===== src/rtl/core/free_space_map_first_fit_unit_defines.svh =====
// ----------------------------------------------------------------------------
// Free-space map assertion macros
// Shared assertion forms for the free-space map blocks.
// ----------------------------------------------------------------------------
`ifndef FREE_SPACE_MAP_FIRST_FIT_UNIT_DEFINES_SVH
`define FREE_SPACE_MAP_FIRST_FIT_UNIT_DEFINES_SVH

// check on every clock edge outside reset
`define FSMAP_ASSERT_CLK(lbl, prop, msg) \
  lbl: assert property (@(posedge clk) disable iff (rst) prop) else $error(msg);

// check on every clock edge, reset included
`define FSMAP_ASSERT_ALWAYS(lbl, prop, msg) \
  lbl: assert property (@(posedge clk) prop) else $error(msg);

`endif


===== src/rtl/core/fsmap_pkg.sv =====
// ----------------------------------------------------------------------------
// Free-space map package
// Widths, codes, types and helper functions of the free-space map.
// ----------------------------------------------------------------------------
package fsmap_pkg;

  localparam int PAGE_W    = 12;
  localparam int CLASS_W   = 4;
  localparam int LANE_W    = 4;
  localparam int LANES     = 1 << LANE_W;
  localparam int ROW_W     = PAGE_W - LANE_W;
  localparam int ROWS      = 1 << ROW_W;
  localparam int CNT_W     = PAGE_W + 1;
  localparam int BYTES_W   = 16;
  localparam int SHIFT_W   = 4;
  localparam int THR_W     = CLASS_W + 1;

  localparam logic [CLASS_W-1:0] CLASS_MAX   = 4'hF;
  localparam logic [SHIFT_W-1:0] SHIFT_RESET = 4'd8;
  localparam logic [THR_W-1:0]   THR_NONE    = 5'd16;

  localparam logic REQ_UPDATE = 1'b0;
  localparam logic REQ_FIND   = 1'b1;

  typedef logic [LANES-1:0][CLASS_W-1:0] row_word_t;

  typedef enum logic [1:0] {
    S_IDLE,
    S_UPD_WR,
    S_HINT,
    S_SCAN
  } seq_state_t;

  typedef struct packed {
    logic             rd_en;
    logic             wr_en;
    logic [ROW_W-1:0] addr;
    row_word_t        wdata;
  } ram_cmd_t;

  typedef struct packed {
    logic [THR_W-1:0] thr;
    logic [LANES-1:0] lane_en;
  } match_req_t;

  typedef struct packed {
    logic              hit;
    logic [LANE_W-1:0] lane;
  } match_rsp_t;

  // class stored for a byte count: bytes >> shift, saturated
  function automatic logic [CLASS_W-1:0] calc_cls(input logic [BYTES_W-1:0] bytes,
                                                  input logic [SHIFT_W-1:0] shift);
    logic [BYTES_W-1:0] q;
    q = bytes >> shift;
    calc_cls = (q > BYTES_W'(CLASS_MAX)) ? CLASS_MAX : q[CLASS_W-1:0];
  endfunction

  // smallest class that covers a request: ceil(bytes / 2^shift), 16 if none
  function automatic logic [THR_W-1:0] calc_thr(input logic [BYTES_W-1:0] bytes,
                                                input logic [SHIFT_W-1:0] shift);
    logic [BYTES_W-1:0] q;
    logic [BYTES_W-1:0] low_mask;
    logic               rem;
    q        = bytes >> shift;
    low_mask = ~({BYTES_W{1'b1}} << shift);
    rem      = (bytes & low_mask) != '0;
    if (q > BYTES_W'(CLASS_MAX)) begin
      calc_thr = THR_NONE;
    end else begin
      calc_thr = q[THR_W-1:0] + THR_W'(rem);
    end
  endfunction

endpackage


===== src/rtl/core/fsmap_match.sv =====
// ----------------------------------------------------------------------------
// Class match unit
// Compares one memory row against the class threshold and returns the
// lowest enabled lane that fits.
// ----------------------------------------------------------------------------
module fsmap_match
  import fsmap_pkg::*;
(
  input  row_word_t  word,
  input  match_req_t req,
  output match_rsp_t rsp
);

  logic [LANES-1:0] fit;

  always_comb begin
    for (int i = 0; i < LANES; i++) begin
      fit[i] = req.lane_en[i] && ({1'b0, word[i]} >= req.thr);
    end
  end

  always_comb begin
    rsp.hit  = |fit;
    rsp.lane = '0;
    for (int i = LANES - 1; i >= 0; i--) begin
      if (fit[i]) begin
        rsp.lane = LANE_W'(i);
      end
    end
  end

endmodule


===== config.mk =====
export PLATFORM = sky130hd
export DESIGN_NAME = fsmap_match
export DESIGN_NICKNAME = d
export VERILOG_FILES = /design/src/rtl/core/free_space_map_first_fit_unit_defines.svh /design/src/rtl/core/fsmap_pkg.sv /design/src/rtl/core/fsmap_match.sv
export SDC_FILE = /design/constraint.sdc
export NUM_CORES = 1
export LEC_CHECK = 0
export ABC_AREA = 1
export BUFFER_PORTS_ARGS = -buffer_cell sky130_fd_sc_hd__buf_2
export CAP_MARGIN = 30
export CORE_MARGIN = 3
export CORE_UTILIZATION = 49
export DETAILED_ROUTE_END_ITERATION = 8
export PLACE_DENSITY = 0.89
export SYNTH_ARGS = -nofsm -noshare
export SYNTH_HDL_FRONTEND = slang
export SYNTH_SLANG_ARGS = --single-unit

===== constraint.sdc =====
create_clock -name vclk -period 2.1
set_clock_uncertainty 0.15 [all_clocks]
set_input_delay 0.105 -clock vclk [all_inputs]
set_output_delay 0.105 -clock vclk [all_outputs]
set_load 0.1 [all_outputs]

## After elaboration in Yosys (flattened, before gate mapping)

Index checks and enable logic that the tools add are counted.

| word-level totals | value |
|---|---|
| flip-flop bits (word level) | 0 |
| input bits | 85 |
| output and inout port bits | 5 |
| word-level logic and storage cells | 49 |

| cells by class | value |
|---|---|
| order comparisons | 16 |
| multiplexer cells | 16 |
| reduce and logical (&&, ||, !) cells | 17 |

Operators with widths:

| cell | count |
|---|---|
| >= comparator 4 x 5 -> 1 bit | 16 |
| 2-to-1 mux 4 bit | 16 |
| logical AND 1 bit | 16 |
| OR reduction 16 bit | 1 |

## Longest topological paths before layout

Gate-level depths: netlist of run 1.

| depth | value |
|---|---|
| word-level depth | 18 |
| depth in mapped cells | 22 |
| mapped depth without buffers | 22 |

## Worst setup path before layout of run 1

Ideal clock, no wire load.

| path | value |
|---|---|
| path kind | input to output |
| from | input req[17] (netlist bit) |
| to | output rsp[3] (netlist bit) |
| arrival time | 4.433 ns |
| slack | -2.588 ns |
| cell stages on the path | 10 |
| cell sequence | inv_1 > ha_1 > a21boi_0 > o21a_1 > o21a_1 > o211ai_1 > nand2_1 > nor2_1 > inv_1 > nor4_1 |

RTL lines:

| element | RTL line | text |
|---|---|---|
| from (decl) | fsmap_match.sv:10 | `input match_req_t req,` |
| to (decl) | fsmap_match.sv:11 | `output match_rsp_t rsp` |

==> impl_metrics.yaml, run 1 <==
status:
  outcome: "finished with violations"
  failed_checks: "setup timing"
yosys:
  synthTopCellsByArea: "ha_1, inv_1, nand2_1"
  synth.distinct_cells: 23
  yosysTopAreaCellShare_pct: 45.81
  avgSynthCellArea_um2: 6.697
  synth-seq-area-share_pct: 0
  yosys_warnings: 0
  syn_area_um2: 1748
  synth_cells: 261
  yosysMostFrequentCell: "ha_1"
  synth_fp_nets: 410
  yosys.area.top_type: "ha_1"
  synth_common_cells: "ha_1, inv_1, nand2_1"
layout:
  area_growth_pct: 49.46
  fin_cells: 416
  drive_above_1_share_pct: 35.14
  diodes: 0
  post-route-util_pct: 77.08
  design_area_um2: 2613
  seq_area_um2: 0
  nClkBuffers: 0
  seq_cells: 0
  finalNetCount: 521
timing:
  setup_violations: 5
  fin_crit_ns: 2.413
  timing.fmax_ghz: 0.4144
  finalWorstSetupSlack_ns: -0.3129
  grt_setup_unrepaired: "yes"
  tns_ns: -1.368
  slew_headroom_pct: 80.93
  fin_crit_sh_pct: 114.9
  hold_violations: 0
  worst_pin_slew_ns: 0.2839
  maxSlewViolCount: 0
power:
  power_density_nw_per_um2: 294.2
  cellLeakagePower_nw: 1.595
  ir_drop_mv: 0.2110
place:
  io_buffers: 90
  gp_congestion: 0.7746
  dp_cells: 412
  dp_slack_ns: -0.3473
  dpl_cell_area_um2: 2487
  dp_hpwl_um: 4380
grt:
  antenna_found_initial: 0
  grt_max_degree: 16
  gr-total-overflow: 0
  grtUsageTotal_pct: 22.54
  use_met1_pct: 22.97
  grt_use_met2_pct: 49.56
  top_usage_layer: "met2"
  met3_usage_pct: 0.8547
  first_global_vias: 2025
  grt_pass1_wl_um: 7872
worst_hold_path:
  hold_path_class: "in2out"
  hold_path_depth: 5
critical_path:
  crit_path_max_fanout: 6
  crit_path_end_kind: "output port"
  required_ns: 1.85
  cp.arrival_ns: 2.16
  crit_type: "in2out"
  worstSetupStartpointType: "input pin"
route:
  via_count: 2067
  drc: 0
  avgViaCountPerCell: 4.969
  wirelength_um: 5092
  wl_per_cell_um: 12.24
  first_iter_violations: 52
  drtAntennaViolNets: 0
  dr.pass1.iters: 4
die:
  die_h_um: 65.73
  fp.dieW_um: 65.73
  initial_core_util_pct: 51.57
  rows: 21
  core_area_um2: 3390
  dieArea_um2: 4320
  io_pins: 90
job:
  drv_cap: 0
[critical path, stage by stage]
cell        delay [ns]
buf_6             0.08
clkinvlp_4        0.09
buf_12            0.15
buf_4             0.13
ha_4              0.26
inv_1             0.04
nor3_1            0.17
nand2_1           0.07
nand3_1           0.08
nand2_1           0.06
nand2_1           0.07
nor2_1            0.04
inv_1             0.06
nor3_1            0.05
buf_4             0.14
nor4_4            0.33
buf_12            0.22
[layout by cell type, fill, tap and decap left out]
cell type   synthesis  layout
buf_2               1      83
ha_1               64      59
inv_1              60      56
nand2_1            48      47
buf_4               0      18
o21a_1             16      16
nor2_1             17      15
o211ai_1            7       7
a21boi_0           10       7
nand3_1             7       7
o21ai_0             7       6
a21oi_1             8       6
buf_12              0       6
ha_4                0       5
buf_6               1       4
a21boi_1            0       3
nor3_1              3       3
nand4_1             3       3
nor2_2              1       3
clkinvlp_4          0       2
inv_2               0       2
a21oi_2             1       2
o21ai_1             1       2
inv_8               1       1
nand3b_1            1       1
nand3_2             1       1
nand2_2             0       1
a22oi_1             1       1
o21bai_1            1       1
a21oi_4             0       1
nor4_4              0       1
[cell families after synthesis]
family	count (synthesis)	synth area share (%)
adders and majority gates	64	45.81
buffers and inverters	63	14.46
AOI/OAI and AO/OA	52	20.11
and+or+nand+nor	82	19.61
[metrics by stage]
step / hold slack, ns / power, mW
3_3_place_gp: 0.5433 / 0.7021
4_1_cts: 0.5449 / 0.7631
3_5_place_dp: 0.5458 / 0.7340
5_1_grt: 0.6125 / 0.8442
6_report: 0.5539 / 0.7686
2_1_floorplan: 0.4317 / 0.4495
[report_power, final]
group	total (mW)	switching [mW]	internal (mW)
Clock	0	0	0
Combinational	0.769	0.430	0.339
Sequential	0	0	0
Total	0.769	0.430	0.339
[worst paths after layout]
| path | from | end | slack (ns) |
|---|---|---|---|
| worst max-delay path | req[18] | rsp[3] | -0.31 |
| worst min-delay path | req[2] | rsp[0] | 0.55 |
[area by class of cell]
cell class | count | area, µm²
tap | 46 | 57.56
multi-input combinational | 198 | 1595
inverter | 61 | 244.0
fill | 280 | 777.0
timing repair buffer | 111 | 715.7
[metal layers]
| layer | part of all wire [%] | routed length, µm |
|---|---|---|
| met1 | 39 | 1998 |
| met4 | 0.77 | 39 |
| met3 | 3.4 | 175 |
| met2 | 57 | 2879 |
| met5 | 0 | 0 |
[timing repair]
item / CTS / global route
resized for setup: 13 / 4
pin swaps: 5 / 9
setup endpoints to repair: 5 / 5
hold buffers: 0 / 0
setup buffers: 2 / 2
Note: power is estimated with default switching activity, not from simulation.
==> run 2: changes to the inputs <==
Settings changed: RECOVER_POWER set to 50, REMOVE_ABC_BUFFERS set to 1.
Clock period 2.1 ns to 2.63 ns, I/O delays scaled along.
==> run 2 against run 1 <==
  * The run now ends clean
  * Utilization down 6.3 points
  * Sequential cell count unchanged
  * Design area down 8.1%
  * Critical path type unchanged
  * Global-route usage down 0.99 points
  * Highest routed layer unchanged
  * Sequential share of layout area unchanged
==> impl_metrics.yaml, run 2 (synthesized netlist as in run 1, its figures left out) <==
status:
  outcome: "finished clean"
place:
  dpl_cell_area_um2: 2377
  dp_slack_ns: 0.002492
  dp_cells: 402
  gp_congestion: 0.8574
  dp_hpwl_um: 4118
  io_buffers: 90
grt:
  grt_pass1_wl_um: 7645
  antenna_found_initial: 0
  gr-total-overflow: 0
  first_global_vias: 2014
  grt_max_degree: 18
  grtUsageTotal_pct: 21.55
layout:
  fill_cells: 314
  layout_common_cells: "buf_2, ha_1, inv_1, nand2_1, nor2_1"
  design_area_um2: 2400
  area_growth_pct: 37.29
  fin_cells: 401
  nClkBuffers: 0
  multi_input_area_um2: 1525
  seq_area_um2: 0
  finalNetCount: 506
  diodes: 0
  drive_above_1_share_pct: 29.30
  seq_cells: 0
  post-route-util_pct: 70.80
  layout_commonest_cell: "buf_2"
timing:
  fin_crit_sh_pct: 93.42
  hold_slack_ns: 0.5961
  fin_crit_ns: 2.457
  hold_violations: 0
  finalWorstSetupSlack_ns: 0.1732
  timing.fmax_ghz: 0.4070
  grt_setup_unrepaired: "yes"
  maxSlewViolCount: 0
  setup_violations: 0
  worst_pin_slew_ns: 0.3945
  slew_headroom_pct: 73.50
route:
  wirelength_um: 4588
  via_count: 2023
  first_iter_violations: 83
  dr.pass1.iters: 4
  drc: 0
  wl_per_cell_um: 11.44
  avgViaCountPerCell: 5.045
  drtAntennaViolNets: 0
critical_path:
  worstSetupStartpointType: "input pin"
  cp.arrival_ns: 2.18
  crit_path_max_fanout: 5
  crit_type: "in2out"
  required_ns: 2.35
  crit_path_end_kind: "output port"
power:
  power_density_nw_per_um2: 229.2
  cellLeakagePower_nw: 1.525
  ir_drop_mv: 0.1593
die:
  core_area_um2: 3390
  io_pins: 90
  die_h_um: 65.73
  initial_core_util_pct: 51.57
  rows: 21
  dieArea_um2: 4320
  fp.dieW_um: 65.73
clock_tree:
  hold_buffers: 0
  cts_setup_buffers: 0
  cts-resized-gates: 0
job:
  drv_cap: 0
worst_hold_path:
  hold_path_class: "in2out"
## run 2: changes by cell type in the layout (fill, tap and decap cells not counted), sizes merged
cell	previous run	this run
inv	59	61
buf	111	96
clkinvlp	2	0
## run 2: routing by layer
metal / share of wire (%) / vias up / global-route usage (%)
li1: - / 1058 / -
met4: 1.4 / 0 / 4.663
met2: 54 / 63 / 44.81
met5: 0 / - / 0
met3: 5.0 / 8 / 0.1709
met1: 39 / 894 / 23.58
## run 2: area by class of cell
cell class / instances / area share [%]
inverters: 61 / 9.854
multi-input cells: 198 / 63.56
well taps: 46 / 2.398
repair buffers: 96 / 24.19
## run 2: critical path: stages
cell and delay [ns]:
buf_2 0.09, inv_2 0.06, buf_6 0.13, ha_1 0.31, nand2_1 0.08, nand2_1 0.05, a22oi_1 0.12, o21ai_0 0.11
o21ai_1 0.24, nand2_1 0.15, inv_1 0.09, o21ai_0 0.08, a21oi_1 0.13, nor2_1 0.05, nor2_1 0.11, nor2_1 0.08
buf_12 0.17
## run 2: metrics by stage
step                      total power, mW   TNS, ns
after floorplan                    0.3359    -3.554
after global placement             0.5200         0
after detailed placement           0.5419         0
after CTS                          0.5441         0
after global routing               0.6173  -0.09184
final                              0.5501         0
## run 2: power by group
part	internal [mW]	switching (mW)	total (mW)
clock	0	0	0
sequential	0	0	0
combinational	0.228	0.322	0.550
total	0.228	0.322	0.550
## run 2: worst paths after layout
kind,endpoint,from,depth (start not counted),slack (ns)
min,rsp[0],req[1],4,0.60
max,rsp[1],req[18],17,0.17
==> run 3: changes to the inputs <==
Settings changed: ABC_AREA 1 to not set, CORE_UTILIZATION 49 to 47, PLACE_DENSITY 0.89 to 0.88.
==> run 3 against run 2 <==
  * The flow now finishes with violations (setup timing)
  * Via count rose by 8.4%
  * Worst setup slack worse by 0.31 ns
  * First-iteration DRC count increased by 83%
  * Power up 19%
  * Utilization is 12 points higher
  * Count of clock-buffer cells in the layout did not move
  * Sequential cell count unchanged
  * Highest routed layer unchanged
==> impl_metrics.yaml, run 3 <==
status:
  outcome: "finished with violations"
  failed_checks: "setup timing"
job:
  drv_cap: 0
critical_path:
  worstPathCellList: "buf_8 > clkinvlp_4 > buf_12 > buf_6 > buf_4 > ha_1 > a2111oi_1 > nor4b_2 > nand2b_1 > nor4_2 > nor2b_1 > buf_6"
  path_depth: 12
  cp-startpoint: "req[18]"
  critPathBufInv: 6
  cp.arrival_ns: 2.48
  cpMaxStageDelayCell: "a2111oi_1"
  cp-endpoint: "rsp[3]"
  crit_path_max_fanout: 7
  slowest_delay_ns: 0.53
  crit_type: "in2out"
  cp_common_cell: "buf_6"
  worstSetupStartpointType: "input pin"
  cpLargestDelayFamily: "buffers and inverters"
  required_ns: 2.35
  crit_path_end_kind: "output port"
layout:
  layout_commonest_cell: "buf_2"
  finalNetCount: 466
  layout_common_cells: "buf_2, ha_1, buf_4, inv_1, o21ai_0"
  drive_above_1_share_pct: 46.35
  seq_cells: 0
  nClkBuffers: 0
  diodes: 0
  seq_area_um2: 0
  area_growth_pct: 63.14
yosys:
  yosys.area.top_type: "ha_1"
  avgSynthCellArea_um2: 8.088
  yosysTopAreaCellShare_pct: 50.51
  yosysMostFrequentCell: "ha_1"
  synth_cells: 196
  synthMuxAreaShare_pct: 0
  yosys.area_share.adder_pct: 50.51
  synth-seq-area-share_pct: 0
  syn_area_um2: 1585
  yosys.area_share.xor_xnor_pct: 0
  synth-simple-area-share_pct: 17.92
  synth-compound-area-share_pct: 26.28
  synth_common_cells: "ha_1, inv_1, o21ai_0"
  synth_top_family_by_area: "adder cells"
  synthTopCellsByArea: "ha_1, o21ai_0, inv_1"
  yosys_warnings: 0
  synth.distinct_cells: 35
route:
  drc: 0
  wl_per_cell_um: 18.19
  dr.pass1.iters: 4
  wirelength_um: 6532
  avgViaCountPerCell: 6.109
  via_count: 2193
  first_iter_violations: 152
  drtAntennaViolNets: 0
worst_hold_path:
  hold_path_class: "in2out"
  hold_path_depth: 5
grt:
  grtUsageTotal_pct: 22.78
  grt_max_degree: 10
  first_global_vias: 1888
  grt_pass1_wl_um: 7797
  antenna_found_initial: 0
  gr-total-overflow: 0
timing:
  fin_crit_sh_pct: 105.1
  maxSlewViolCount: 0
  slew_headroom_pct: 46.77
  hold_slack_ns: 0.8130
  hold_violations: 0
  timing.fmax_ghz: 0.3619
  worst_pin_slew_ns: 0.7881
  fin_crit_ns: 2.763
  finalWorstSetupSlack_ns: -0.1334
  setup_violations: 5
place:
  io_buffers: 90
  gp_congestion: 0.7910
  dp_hpwl_um: 4235
die:
  dieArea_um2: 4106
  rows: 20
  die_h_um: 64.08
  fp.dieW_um: 64.08
  initial_core_util_pct: 50.68
  core_area_um2: 3128
  io_pins: 90
power:
  ir_drop_mv: 0.1163
  power_density_nw_per_um2: 252.2
  design_power_total_mw: 0.6521
  cellLeakagePower_nw: 1.389
clock_tree:
  hold_buffers: 0
==> run 3: cell count changes in the layout (fill, tap and decap cells not counted), sizes merged, moves of 9 or more <==
cell     before  now
a21boi       10    0
buf          96  118
inv          61   20
nand2        48    5
o2111ai       0    9
o21a         16    2
o21ai         8   19
==> run 3: cell families after synthesis <==
family / after synthesis
fa+ha+maj: 64
compound gates: 59
simple gates: 51
buf+inv: 22
==> run 3: routing by layer <==
layer  wire, µm  vias up  share of wire [%]  track usage (%)
li1           -     1011                  -                -
met1       2415      989                 37            28.36
met2       3200      153                 49            42.45
met3        577       40                8.8            2.109
met4        338        0                5.2            3.504
met5          0        -                  0                0
==> run 3: power breakdown <==
group          total, mW  switching, mW  leakage [nW]  internal [mW]
registers              0              0             0              0
logic              0.652          0.363          1.39          0.290
clock network          0              0             0              0
==> run 3: worst min path at each step <==
stage,start,endpoint,slack (ns)
5_1_grt,req[4],rsp[1],0.84
4_1_cts,req[20],rsp[0],0.77
2_1_floorplan,req[3],rsp[2],0.70
3_3_place_gp,req[20],rsp[0],0.76
3_5_place_dp,req[20],rsp[0],0.77
6_report,req[4],rsp[1],0.81
==> run 3: cell type report <==
type                       instances  area [µm²]
fill                             164       541.8
timing repair buffer             120       779.5
tap                               44       55.05
inverter                          21       82.58
multi-input combinational        174        1669
==> run 3: stage by stage <==
step                      util [%]  cells  cell area [µm²]  TNS [ns]  worst slack (ns)
after floorplan                  -    195             1580    -4.302            -1.525
after global placement       74.04    352             2316   -0.3771           -0.1217
after detailed placement     74.04    352             2316   -0.4928           -0.1589
after CTS                    77.80    355             2434         0          0.001211
after global routing         82.68    359             2586   -0.5749           -0.1939
final                        82.68    359             2586   -0.3481           -0.1334
==> run 3: timing repair <==
item	in CTS	in global routing
setup endpoints to repair	5	5
cloned	0	0
buffers inserted	3	4
pin swaps	6	20
hold endpoints to repair	0	0
gates resized for setup	12	27
==> run 3: worst min-delay path, stage by stage <==
cell	delay (ns)
buf_2	0.09
o2111ai_2	0.13
a31oi_1	0.21
a21oi_2	0.10
buf_12	0.16
